## src/mdbq_pkg.sv

```systemverilog
// ----------------------------------------------------------------------------
// mdbq_pkg
// Shared types and constants for the multidrop bus master queue.
// ----------------------------------------------------------------------------
package mdbq_pkg;

  // The ring depth must be a power of two so that the pointers wrap freely.
  localparam int RING_DEPTH = 16;
  localparam int PTR_W      = $clog2(RING_DEPTH);
  localparam int PUSH_MAX   = 4;
  localparam int CNT_W      = 3;
  localparam int CFG_IDX_W  = 3;

  typedef enum logic [1:0] {
    FUNC_HOST     = 2'd0,
    FUNC_SLAVE    = 2'd1,
    FUNC_TX_READY = 2'd2,
    FUNC_TX_DONE  = 2'd3
  } func_t;

  localparam logic [CFG_IDX_W-1:0] CFG_AUTO_TRIGGER = 3'd0;
  localparam logic [CFG_IDX_W-1:0] CFG_FIRST_SLAVE  = 3'd1;
  localparam logic [CFG_IDX_W-1:0] CFG_SECOND_SLAVE = 3'd2;
  localparam logic [CFG_IDX_W-1:0] CFG_END_CODE     = 3'd3;
  localparam logic [CFG_IDX_W-1:0] CFG_ROUND_LIMIT  = 3'd4;

  typedef logic [8:0] word_t;

  typedef struct packed {
    func_t      func;
    logic [7:0] byte_in;
  } mdbq_in_t;

  typedef struct packed {
    logic       host_valid;
    logic [7:0] host_byte;
    logic       bus_valid;
    logic [7:0] bus_byte;
    logic       bus_is_address;
    logic       drive_enable;
    logic       waiting_reply;
    logic       overflow;
  } mdbq_out_t;

  typedef struct packed {
    logic [CNT_W-1:0]           count;
    word_t [PUSH_MAX-1:0]       words;
    logic                       pop;
  } ring_req_t;

  typedef struct packed {
    logic             empty;
    logic             head_is_last;
    logic [PTR_W-1:0] free;
    word_t            head;
  } ring_stat_t;

endpackage

```

## src/multidrop_bus_master_queue_core.sv

```systemverilog
// ----------------------------------------------------------------------------
// multidrop_bus_master_queue_core
// Master side of a 9-bit multidrop bus: send ring, polling rounds and replies.
// The result passes through the input register, then the result register.
// Throughput: one item per cycle while the output is not stalled, limited by
// the single state update per event.
// Synchronous reset clears pointers and flags and loads the configuration
// defaults; ring contents are left unset.
// ----------------------------------------------------------------------------
module multidrop_bus_master_queue_core (
  input  logic                           clk,
  input  logic                           rst,
  input  logic                           in_valid,
  output logic                           in_stall,
  input  mdbq_pkg::mdbq_in_t             in_item,
  output logic                           out_valid,
  input  logic                           out_stall,
  output mdbq_pkg::mdbq_out_t            out_item,
  input  logic                           cfg_valid,
  output logic                           cfg_ready,
  input  logic [mdbq_pkg::CFG_IDX_W-1:0] cfg_index,
  input  logic [7:0]                     cfg_data
);
  import mdbq_pkg::*;

  logic       s1_valid;
  mdbq_in_t   s1_item;
  logic       s2_ready;
  logic       fire;
  ring_req_t  req;
  ring_stat_t stat;
  mdbq_out_t  result;

  assign cfg_ready = 1'b1;
  assign s2_ready  = !out_valid || !out_stall;
  assign fire      = s1_valid && s2_ready;
  assign in_stall  = s1_valid && !s2_ready;

  always_ff @(posedge clk) begin
    if (rst) begin
      s1_valid <= 1'b0;
    end else if (!in_stall) begin
      s1_valid <= in_valid;
    end
  end

  always_ff @(posedge clk) begin
    if (!in_stall && in_valid) begin
      s1_item <= in_item;
    end
  end

  always_ff @(posedge clk) begin
    if (rst) begin
      out_valid <= 1'b0;
    end else if (s2_ready) begin
      out_valid <= fire;
    end
  end

  always_ff @(posedge clk) begin
    if (fire) begin
      out_item <= result;
    end
  end

  mdbq_ctrl u_ctrl (
    .clk       (clk),
    .rst       (rst),
    .fire      (fire),
    .item      (s1_item),
    .cfg_valid (cfg_valid),
    .cfg_index (cfg_index),
    .cfg_data  (cfg_data),
    .stat      (stat),
    .req       (req),
    .result    (result)
  );

  mdbq_ring u_ring (
    .clk  (clk),
    .rst  (rst),
    .req  (req),
    .stat (stat)
  );

endmodule

```

## src/mdbq_ring.sv

```systemverilog
// ----------------------------------------------------------------------------
// mdbq_ring
// Send ring with read and write pointers; stores up to four words at once.
// ----------------------------------------------------------------------------
module mdbq_ring (
  input  logic                clk,
  input  logic                rst,
  input  mdbq_pkg::ring_req_t req,
  output mdbq_pkg::ring_stat_t stat
);
  import mdbq_pkg::*;

  word_t            ring [RING_DEPTH];
  logic [PTR_W-1:0] read_pointer;
  logic [PTR_W-1:0] write_pointer;
  logic [CNT_W-1:0] stored;
  logic [PTR_W-1:0] free;

  localparam int CMP_W = PTR_W + CNT_W;

  assign free   = read_pointer - write_pointer - PTR_W'(1);
  assign stored = (CMP_W'(req.count) > CMP_W'(free)) ? CNT_W'(free) : req.count;

  always_ff @(posedge clk) begin
    if (rst) begin
      read_pointer  <= '0;
      write_pointer <= '0;
    end else begin
      write_pointer <= write_pointer + PTR_W'(stored);
      if (req.pop) begin
        read_pointer <= read_pointer + PTR_W'(1);
      end
    end
  end

  always_ff @(posedge clk) begin
    for (int i = 0; i < PUSH_MAX; i++) begin
      if (CNT_W'(i) < stored) begin
        ring[write_pointer + PTR_W'(i)] <= req.words[i];
      end
    end
  end

  assign stat.empty        = (read_pointer == write_pointer);
  assign stat.head_is_last = ((read_pointer + PTR_W'(1)) == write_pointer);
  assign stat.free         = free;
  assign stat.head         = ring[read_pointer];

endmodule

```

## src/mdbq_ctrl.sv

```systemverilog
// ----------------------------------------------------------------------------
// mdbq_ctrl
// Configuration registers, polling and reply flags, and the event decode.
// ----------------------------------------------------------------------------
module mdbq_ctrl (
  input  logic                       clk,
  input  logic                       rst,
  input  logic                       fire,
  input  mdbq_pkg::mdbq_in_t         item,
  input  logic                       cfg_valid,
  input  logic [mdbq_pkg::CFG_IDX_W-1:0] cfg_index,
  input  logic [7:0]                 cfg_data,
  input  mdbq_pkg::ring_stat_t       stat,
  output mdbq_pkg::ring_req_t        req,
  output mdbq_pkg::mdbq_out_t        result
);
  import mdbq_pkg::*;

  localparam int CMP_W = PTR_W + CNT_W;

  logic [7:0] auto_trigger_code;
  logic [7:0] first_slave_address;
  logic [7:0] second_slave_address;
  logic [7:0] end_code;
  logic [2:0] round_limit;

  logic       awaiting_reply, awaiting_reply_next;
  logic       auto_active, auto_active_next;
  logic [2:0] round_count, round_count_next;
  logic       send_request, send_request_next;
  logic       driver_on, driver_on_next;

  logic       do_round;
  logic       slave_end;
  logic       awaiting_eff;
  logic [2:0] round_base;
  ring_req_t  raw;

  always_ff @(posedge clk) begin
    if (rst) begin
      auto_trigger_code    <= 8'd255;
      first_slave_address  <= 8'd1;
      second_slave_address <= 8'd2;
      end_code             <= 8'd4;
      round_limit          <= 3'd5;
    end else if (cfg_valid) begin
      case (cfg_index)
        CFG_AUTO_TRIGGER: auto_trigger_code    <= cfg_data;
        CFG_FIRST_SLAVE:  first_slave_address  <= cfg_data;
        CFG_SECOND_SLAVE: second_slave_address <= cfg_data;
        CFG_END_CODE:     end_code             <= cfg_data;
        CFG_ROUND_LIMIT:  round_limit          <= cfg_data[2:0];
        default: ;
      endcase
    end
  end

  always_ff @(posedge clk) begin
    if (rst) begin
      awaiting_reply <= 1'b0;
      auto_active    <= 1'b0;
      round_count    <= '0;
      send_request   <= 1'b0;
      driver_on      <= 1'b0;
    end else if (fire) begin
      awaiting_reply <= awaiting_reply_next;
      auto_active    <= auto_active_next;
      round_count    <= round_count_next;
      send_request   <= send_request_next;
      driver_on      <= driver_on_next;
    end
  end

  always_comb begin
    awaiting_reply_next = awaiting_reply;
    auto_active_next    = auto_active;
    round_count_next    = round_count;
    send_request_next   = send_request;
    driver_on_next      = driver_on;
    raw                 = '0;
    result              = '0;
    do_round            = 1'b0;
    slave_end           = 1'b0;
    awaiting_eff        = awaiting_reply;
    round_base          = round_count;

    case (item.func)
      FUNC_HOST: begin
        if (item.byte_in != auto_trigger_code) begin
          raw.count    = CNT_W'(2);
          raw.words[0] = {1'b1, item.byte_in};
          raw.words[1] = '0;
        end else begin
          do_round   = 1'b1;
          round_base = '0;
        end
      end
      FUNC_SLAVE: begin
        result.host_valid = 1'b1;
        result.host_byte  = item.byte_in;
        if (item.byte_in == end_code) begin
          slave_end           = 1'b1;
          awaiting_eff        = 1'b0;
          awaiting_reply_next = 1'b0;
          do_round            = auto_active;
        end
      end
      FUNC_TX_READY: begin
        if (send_request) begin
          if (stat.empty) begin
            send_request_next = 1'b0;
          end else begin
            driver_on_next        = 1'b1;
            result.bus_valid      = 1'b1;
            result.bus_byte       = stat.head[7:0];
            result.bus_is_address = stat.head[8];
            raw.pop               = 1'b1;
            if (!stat.head[8]) begin
              awaiting_reply_next = 1'b1;
            end
            if (stat.head_is_last || !stat.head[8] || awaiting_reply) begin
              send_request_next = 1'b0;
            end
          end
        end
      end
      FUNC_TX_DONE: begin
        driver_on_next = 1'b0;
      end
      default: ;
    endcase

    if (do_round) begin
      raw.count        = CNT_W'(4);
      raw.words[0]     = {1'b1, first_slave_address};
      raw.words[1]     = {6'b0, round_base};
      raw.words[2]     = {1'b1, second_slave_address};
      raw.words[3]     = {6'b0, round_base};
      round_count_next = round_base + 3'd1;
      auto_active_next = (round_count_next < round_limit);
    end

    if (raw.count != '0 && !awaiting_eff) begin
      send_request_next = 1'b1;
    end
    if (slave_end && (!stat.empty || (raw.count != '0 && stat.free != '0))) begin
      send_request_next = 1'b1;
    end

    result.overflow      = (CMP_W'(raw.count) > CMP_W'(stat.free));
    result.drive_enable  = driver_on_next;
    result.waiting_reply = awaiting_reply_next;
  end

  always_comb begin
    req       = raw;
    req.count = fire ? raw.count : '0;
    req.pop   = fire & raw.pop;
  end

endmodule
```

## config.mk

```make
export PLATFORM = sky130hd
export DESIGN_NAME = multidrop_bus_master_queue_core
export DESIGN_NICKNAME = d
export VERILOG_FILES = /design/src/mdbq_pkg.sv /design/src/multidrop_bus_master_queue_core.sv /design/src/mdbq_ring.sv /design/src/mdbq_ctrl.sv
export SDC_FILE = /design/constraint.sdc
export NUM_CORES = 1
export LEC_CHECK = 0
export ABC_AREA = 0
export BUFFER_PORTS_ARGS = -buffer_cell sky130_fd_sc_hd__buf_4
export CAP_MARGIN = 5
export CORE_MARGIN = 2
export CORE_UTILIZATION = 49
export DETAILED_ROUTE_END_ITERATION = 10
export HOLD_SLACK_MARGIN = 0.03
export PLACE_DENSITY = 0.68
export SETUP_SLACK_MARGIN = 0.1
export SKIP_LAST_GASP = 1
export SLEW_MARGIN = 20
export SYNTH_ARGS = -nofsm -noshare
export SYNTH_HDL_FRONTEND = slang
export SYNTH_SLANG_ARGS = --single-unit
```

## constraint.sdc

```tcl
create_clock -name clk -period 4.4 [get_ports clk]
set_input_delay 0.88 -clock clk [delete_from_list [all_inputs] [get_ports clk]]
set_output_delay 0.88 -clock clk [all_outputs]
set_load 0.03 [all_outputs]
```

### Word level (Yosys, flattened, before mapping)

Memories as Yosys holds them, arrays and structs flattened. A register that Yosys moved wholly into a read port is not among the register bits.
Cells that the tools add are included.

| word-level totals | value |
|---|---|
| bits in registers | 84 |
| latch bits | 0 |
| RAM bits | 144 |
| bits in read-only memories | 0 |
| word-level logic and storage cells | 129 |
| memories | 1 |

Memory list:

| name | depth | bits a word | rd ports | clocked after memory_dff | write ports | line | RTL |
|---|---|---|---|---|---|---|---|
| u_ring.ring | 16 | 9 | 1 | 1 | 4 | mdbq_ring.sv:13 | `word_t ring [RING_DEPTH];` |

| cells by class | value |
|---|---|
| $add $sub $neg | 8 |
| $mul | 0 |
| div/mod/pow operators | 0 |
| magnitude comparators | 7 |
| eq/ne operators | 11 |
| shift-type cells | 0 |
| multiplexer cells | 44 |
| bitwise gates (word level) | 3 |
| reduce and logical (&&, ||, !) cells | 31 |

Operators with widths:

| operator | number |
|---|---|
| $mux W39 | 1 |
| $mux W1 | 28 |
| $mux W9 | 3 |
| $reduce_and A2 Y1 | 8 |
| $mux W3 | 4 |
| $mux W10 | 1 |
| $add A4 B1 Y4 const B | 2 |
| $add A4 B2 Y4 const B | 2 |
| $eq A4 B4 Y1 | 2 |
| $eq A8 B8 Y1 | 1 |
| $gt A3 B4 Y1 | 2 |
| $mux W4 | 2 |
| $ne A8 B8 Y1 | 1 |
| $logic_not A1 Y1 | 7 |
| $eq A3 B2 Y1 const B | 2 |
| $logic_and A1 B1 Y1 | 6 |
| $lt A1 B3 Y1 const A | 2 |
| $lt A2 B3 Y1 const A | 2 |
| $pmux W1 S2 | 3 |
| $reduce_bool A3 Y1 | 2 |
| $add A4 B3 Y4 | 1 |
| $eq A2 B2 Y1 const B | 2 |
| $logic_or A1 B1 Y1 | 4 |
| $mux W2 | 2 |
| 13 further kinds | 14 |

### Depth between registers and ports, before layout

| logic depth | value |
|---|---|
| depth in word-level cells | 10 |
| gate-level depth with buffers | 19 |
| depth with buffers taken out | 17 |

### Hierarchy

Synthesis repeated with hierarchy kept, for this count alone.

| second synthesis, totals | value |
|---|---|
| cell total of the unflattened synthesis | 1,395 |
| area, all modules | 14,142.3 um^2 |

Modules (own cells, without submodules):

| module | times used | cells each | area an instance (um^2) | seq. area each (um^2) |
|---|---|---|---|---|
| mdbq_ring | 1 | 1,019 | 10,505.1 | 4,564.4 |
| mdbq_ctrl | 1 | 332 | 2,578.7 | 840.8 |
| multidrop_bus_master_queue_core | 1 | 44 | 1,058.5 | 1,001.0 |

### Worst setup path after synthesis

OpenSTA, ideal clock, no wires.

| timing path | value |
|---|---|
| path kind | input -> register |
| from | input port out_stall |
| to | memory u_ring.ring[14][0] (netlist name), enable pin |
| arrival | 4,123 ps |
| path slack | -4 ps |
| cell stages on the path | 17 |
| buffers on the path | 4 |
| cells stage by stage | nand2_1 nand2_1 inv_1 buf_2 nand2_1 o21ai_1 ha_1 a21o_1 nand2_1 a21o_1 buf_6 o211ai_1 buf_4 and3_1 clkbuf_1 nor3_1 inv_1 |

RTL lines:

| what | line | RTL |
|---|---|---|
| from (decl) | multidrop_bus_master_queue_core.sv:17 | `input logic out_stall,` |
| to (decl) | mdbq_ring.sv:13 |  |

==> results.json <==
{
  "crit_family": "compound AO/OA/AOI/OAI gates",
  "synth_area_per_cell_um2": 9.75,
  "dieArea_um2": 26300,
  "drt_iter0_drc": 1450,
  "final.fill_count": 2116,
  "gr-usage-met1_pct": 43.5,
  "fin_crit_sh_pct": 93.3,
  "syn_area_um2": 12300,
  "grt_pass1_wl_mm": 61.8,
  "skew_ps": 19.2,
  "syn-num-nets": 1304,
  "clk_latency_ps": 560,
  "grt_pass1_vias": 10300,
  "peakVddDrop_v": 0.000308,
  "p_leak_nw": 5.53,
  "diodes": 0,
  "grtUsageTotal_pct": 30.7,
  "final_layout_size_suffix_gt1_share_pct": 19.5,
  "fmax_mhz": 244,
  "max_slew.worst_pin.slew_ps": 1040,
  "worst_hold_slack_ps": 460,
  "clock_sinks": 232,
  "cp.arrival_ps": 4610,
  "mostFrequentLayoutCell": "nand2_1",
  "critPathMaxFanout": 8,
  "ys.flop_type": "dfxtp_1",
  "syn-instance-count": 1257,
  "via_count": 10800,
  "wl_per_cell_um": 23.8,
  "h-tree-depth": 1,
  "clock_path_buffers": 3,
  "relSlewSlack_pct": 30.7,
  "std_cell_rows": 57,
  "dr.pass1.iters": 6,
  "final.setup.tns_ps": 0,
  "yosysWarnings": 0,
  "port_buffers": 49,
  "antenna_found_initial": 0,
  "io_pins": 51,
  "grt_use_met3_pct": 6.26,
  "drc": 0,
  "final-setup-viol-count": 0,
  "ant_nets": 0,
  "outcome": "finished, final reports clean",
  "slew_viol_final": 0,
  "top_usage_layer": "met2",
  "min_path_type": "reg2reg",
  "ys_seq_area_share_pct": 44.4,
  "synth_edf_count": 80,
  "asyncSetResetFlopFracSynth_pct": 0,
  "critPathKind": "reg2reg",
  "synthDistinctLibCells": 75,
  "cts_buffers": 26,
  "die_h_um": 162,
  "power.density_nw_per_um2": 331,
  "die_w_um": 162,
  "maxCapViolCount": 0,
  "ctsHoldBuffers": 0,
  "cts_root_buf": "clkbuf_16",
  "crit_buf_inv": 3,
  "gp_congestion": 1.03,
  "core-area_um2": 24500,
  "use_met2_pct": 46.6,
  "synth_seq_cells": 232,
  "slowest_delay_ps": 480,
  "drt_wl_total_mm": 40.0,
  "startpoint_type": "register",
  "worstPathCellList": "xor2_1 > nor4_1 > buf_4 > nand2_1 > buf_4 > o21ai_1 > ha_1 > a21o_1 > nand2_1 > a21o_1 > a31oi_4 > or2_1 > a31oi_1 > a21boi_2 > buf_4 > a22o_1",
  "layout_common_cells": "nand2_1, dfxtp_1, buf_4",
  "endpoint_kind": "register",
  "area_growth_pct": 16.0,
  "vias_per_cell": 6.42,
  "layout_min_cycle_time_ps": 4110,
  "detailed_place_hpwl_mm": 29.3,
  "cts_tree": "yes",
  "grt_max_degree": 42,
  "path_common_cell": "buf_4",
  "grt_setup_unrepaired": "no",
  "critPathSlowestCell": "edfxtp_1",
  "finalHoldViolations": 0,
  "final_nets": 1380,
  "start_util_pct": 50.1,
  "grt_overflow": 0,
  "path_clk_slew_ps": 60,
  "required_ps": 4900
}
[repair_timing]
action                                 CTS  global route
gates resized for setup                  0            14
setup endpoints to repair                0            77
setup buffers                            0             3
endpoints found under the hold margin    0             0
[worst register-to-register path, stage by stage, from the launching register on]
cell and delay (ps):
edfxtp_1 480, xor2_1 190, nor4_1 320, buf_4 170, nand2_1 100, buf_4 180, o21ai_1 190, ha_1 290
a21o_1 200, nand2_1 100, a21o_1 220, a31oi_4 170, or2_1 300, a31oi_1 420, a21boi_2 380, buf_4 210
a22o_1 140
[power by group]
| part | switching (mW) | internal (mW) | total (mW) |
|---|---|---|---|
| logic | 0.167 | 0.116 | 0.282 |
| registers | 0.0320 | 2.26 | 2.29 |
| clock network | 0.910 | 1.23 | 2.14 |
| total | 1.11 | 3.60 | 4.71 |
[metal layers]
metal | wire length (µm) | up-vias
met5 | 0 | -
met3 | 3900 | 96
met4 | 1550 | 0
met2 | 17700 | 590
li1 | - | 4865
met1 | 16900 | 5220
[layout make-up]
class | count | area, µm² | area share, %
Multi-Input combinational cell | 902 | 6360 | 44.8
Sequential cell | 232 | 5450 | 38.3
Timing Repair Buffer | 136 | 1020 | 7.21
Clock buffer | 39 | 779 | 5.48
Tap cell | 324 | 405 | 2.85
Inverter | 35 | 131 | 0.924
Clock inverter | 9 | 70.1 | 0.493
[synth_stat cells (all sizes together) (3+ instances only)]
cell       n  area, µm²
and2      22        138
nor3b      3       43.8
nor3      26        146
a32o      13        131
nand2    159        597
and3      15       93.8
o21ai     28        151
buf       39        199
a311oi     3       26.3
ha        19        238
clkbuf    49        184
a31o       3       26.3
mux2i     29        290
nand4     11       68.8
a22oi      9       77.6
inv       33        124
a21oi     90        469
dfxtp    152       3040
xnor2     10       87.6
o41ai      4       65.1
nor4       4       46.3
xor2      22        200
nor2     123        467
or2        5       31.3
a211oi    21        168
a31oi     23        159
o2bb2ai   12        105
nor2b     13       81.3
a221o     11        110
nand3     47        245
a221oi    29        254
a211o      3       26.3
a21o       7       52.6
edfxtp    80       2400
a22o      67        587
o22ai      9       56.3
o31ai      3       22.5
mux4      37        833
[per-stage QoR]
stage / instances / setup slack (ps) / power (mW) / utilization (%) / cell area [µm²]
global placement: 1626 / 167 / 2.61 / 54.4 / 13300
global route: 1677 / 103 / 4.84 / 58.1 / 14200
finish: 1677 / 293 / 4.71 / 58.1 / 14200
floorplan: 1257 / 259 / 2.50 / - / 12300
detailed placement: 1626 / 108 / 2.61 / 54.4 / 13300
CTS: 1674 / 152 / 4.72 / 57.8 / 14100
[flip-flops by register name (all words and copies together) (netlist names), 3 cells and up, named ones only]
register and flops:
u_ctrl.first_slave_address 8, s1_item 10, u_ring.ring 144, u_ring.read_pointer 4
u_ring.write_pointer 3, u_ctrl.round_count 3, u_ctrl.auto_trigger_code 8, u_ctrl.round_limit 3
u_ctrl.end_code 8, u_ctrl.second_slave_address 8, out_item 22
[final timing paths]
check                     from           endpoint  slack [ps]  cells after the start
max                 s1_item[2]  u_ring.ring[9][5]         290                     16
min          u_ring.ring[7][4]  u_ring.ring[7][4]         460                      1
max reg2reg         s1_item[2]  u_ring.ring[9][5]         290                     16
min reg2reg  u_ring.ring[7][4]  u_ring.ring[7][4]         460                      1
[cell families (layout without fill, tap and decap cells)]
family,Yosys count,count (layout),synth area share (%)
AO/OA/AOI/OAI,348,348,21.2
XOR/XNOR,32,32,2.35
adder cells (fa/ha/maj),21,21,2.27
buffers and inverters,123,219,4.19
flip-flops,232,232,44.4
multiplexers,66,66,9.17
other,1,1,0.0306
AND/OR/NAND/NOR,434,434,16.3
No activity file was read; power rests on OpenSTA's default activity.
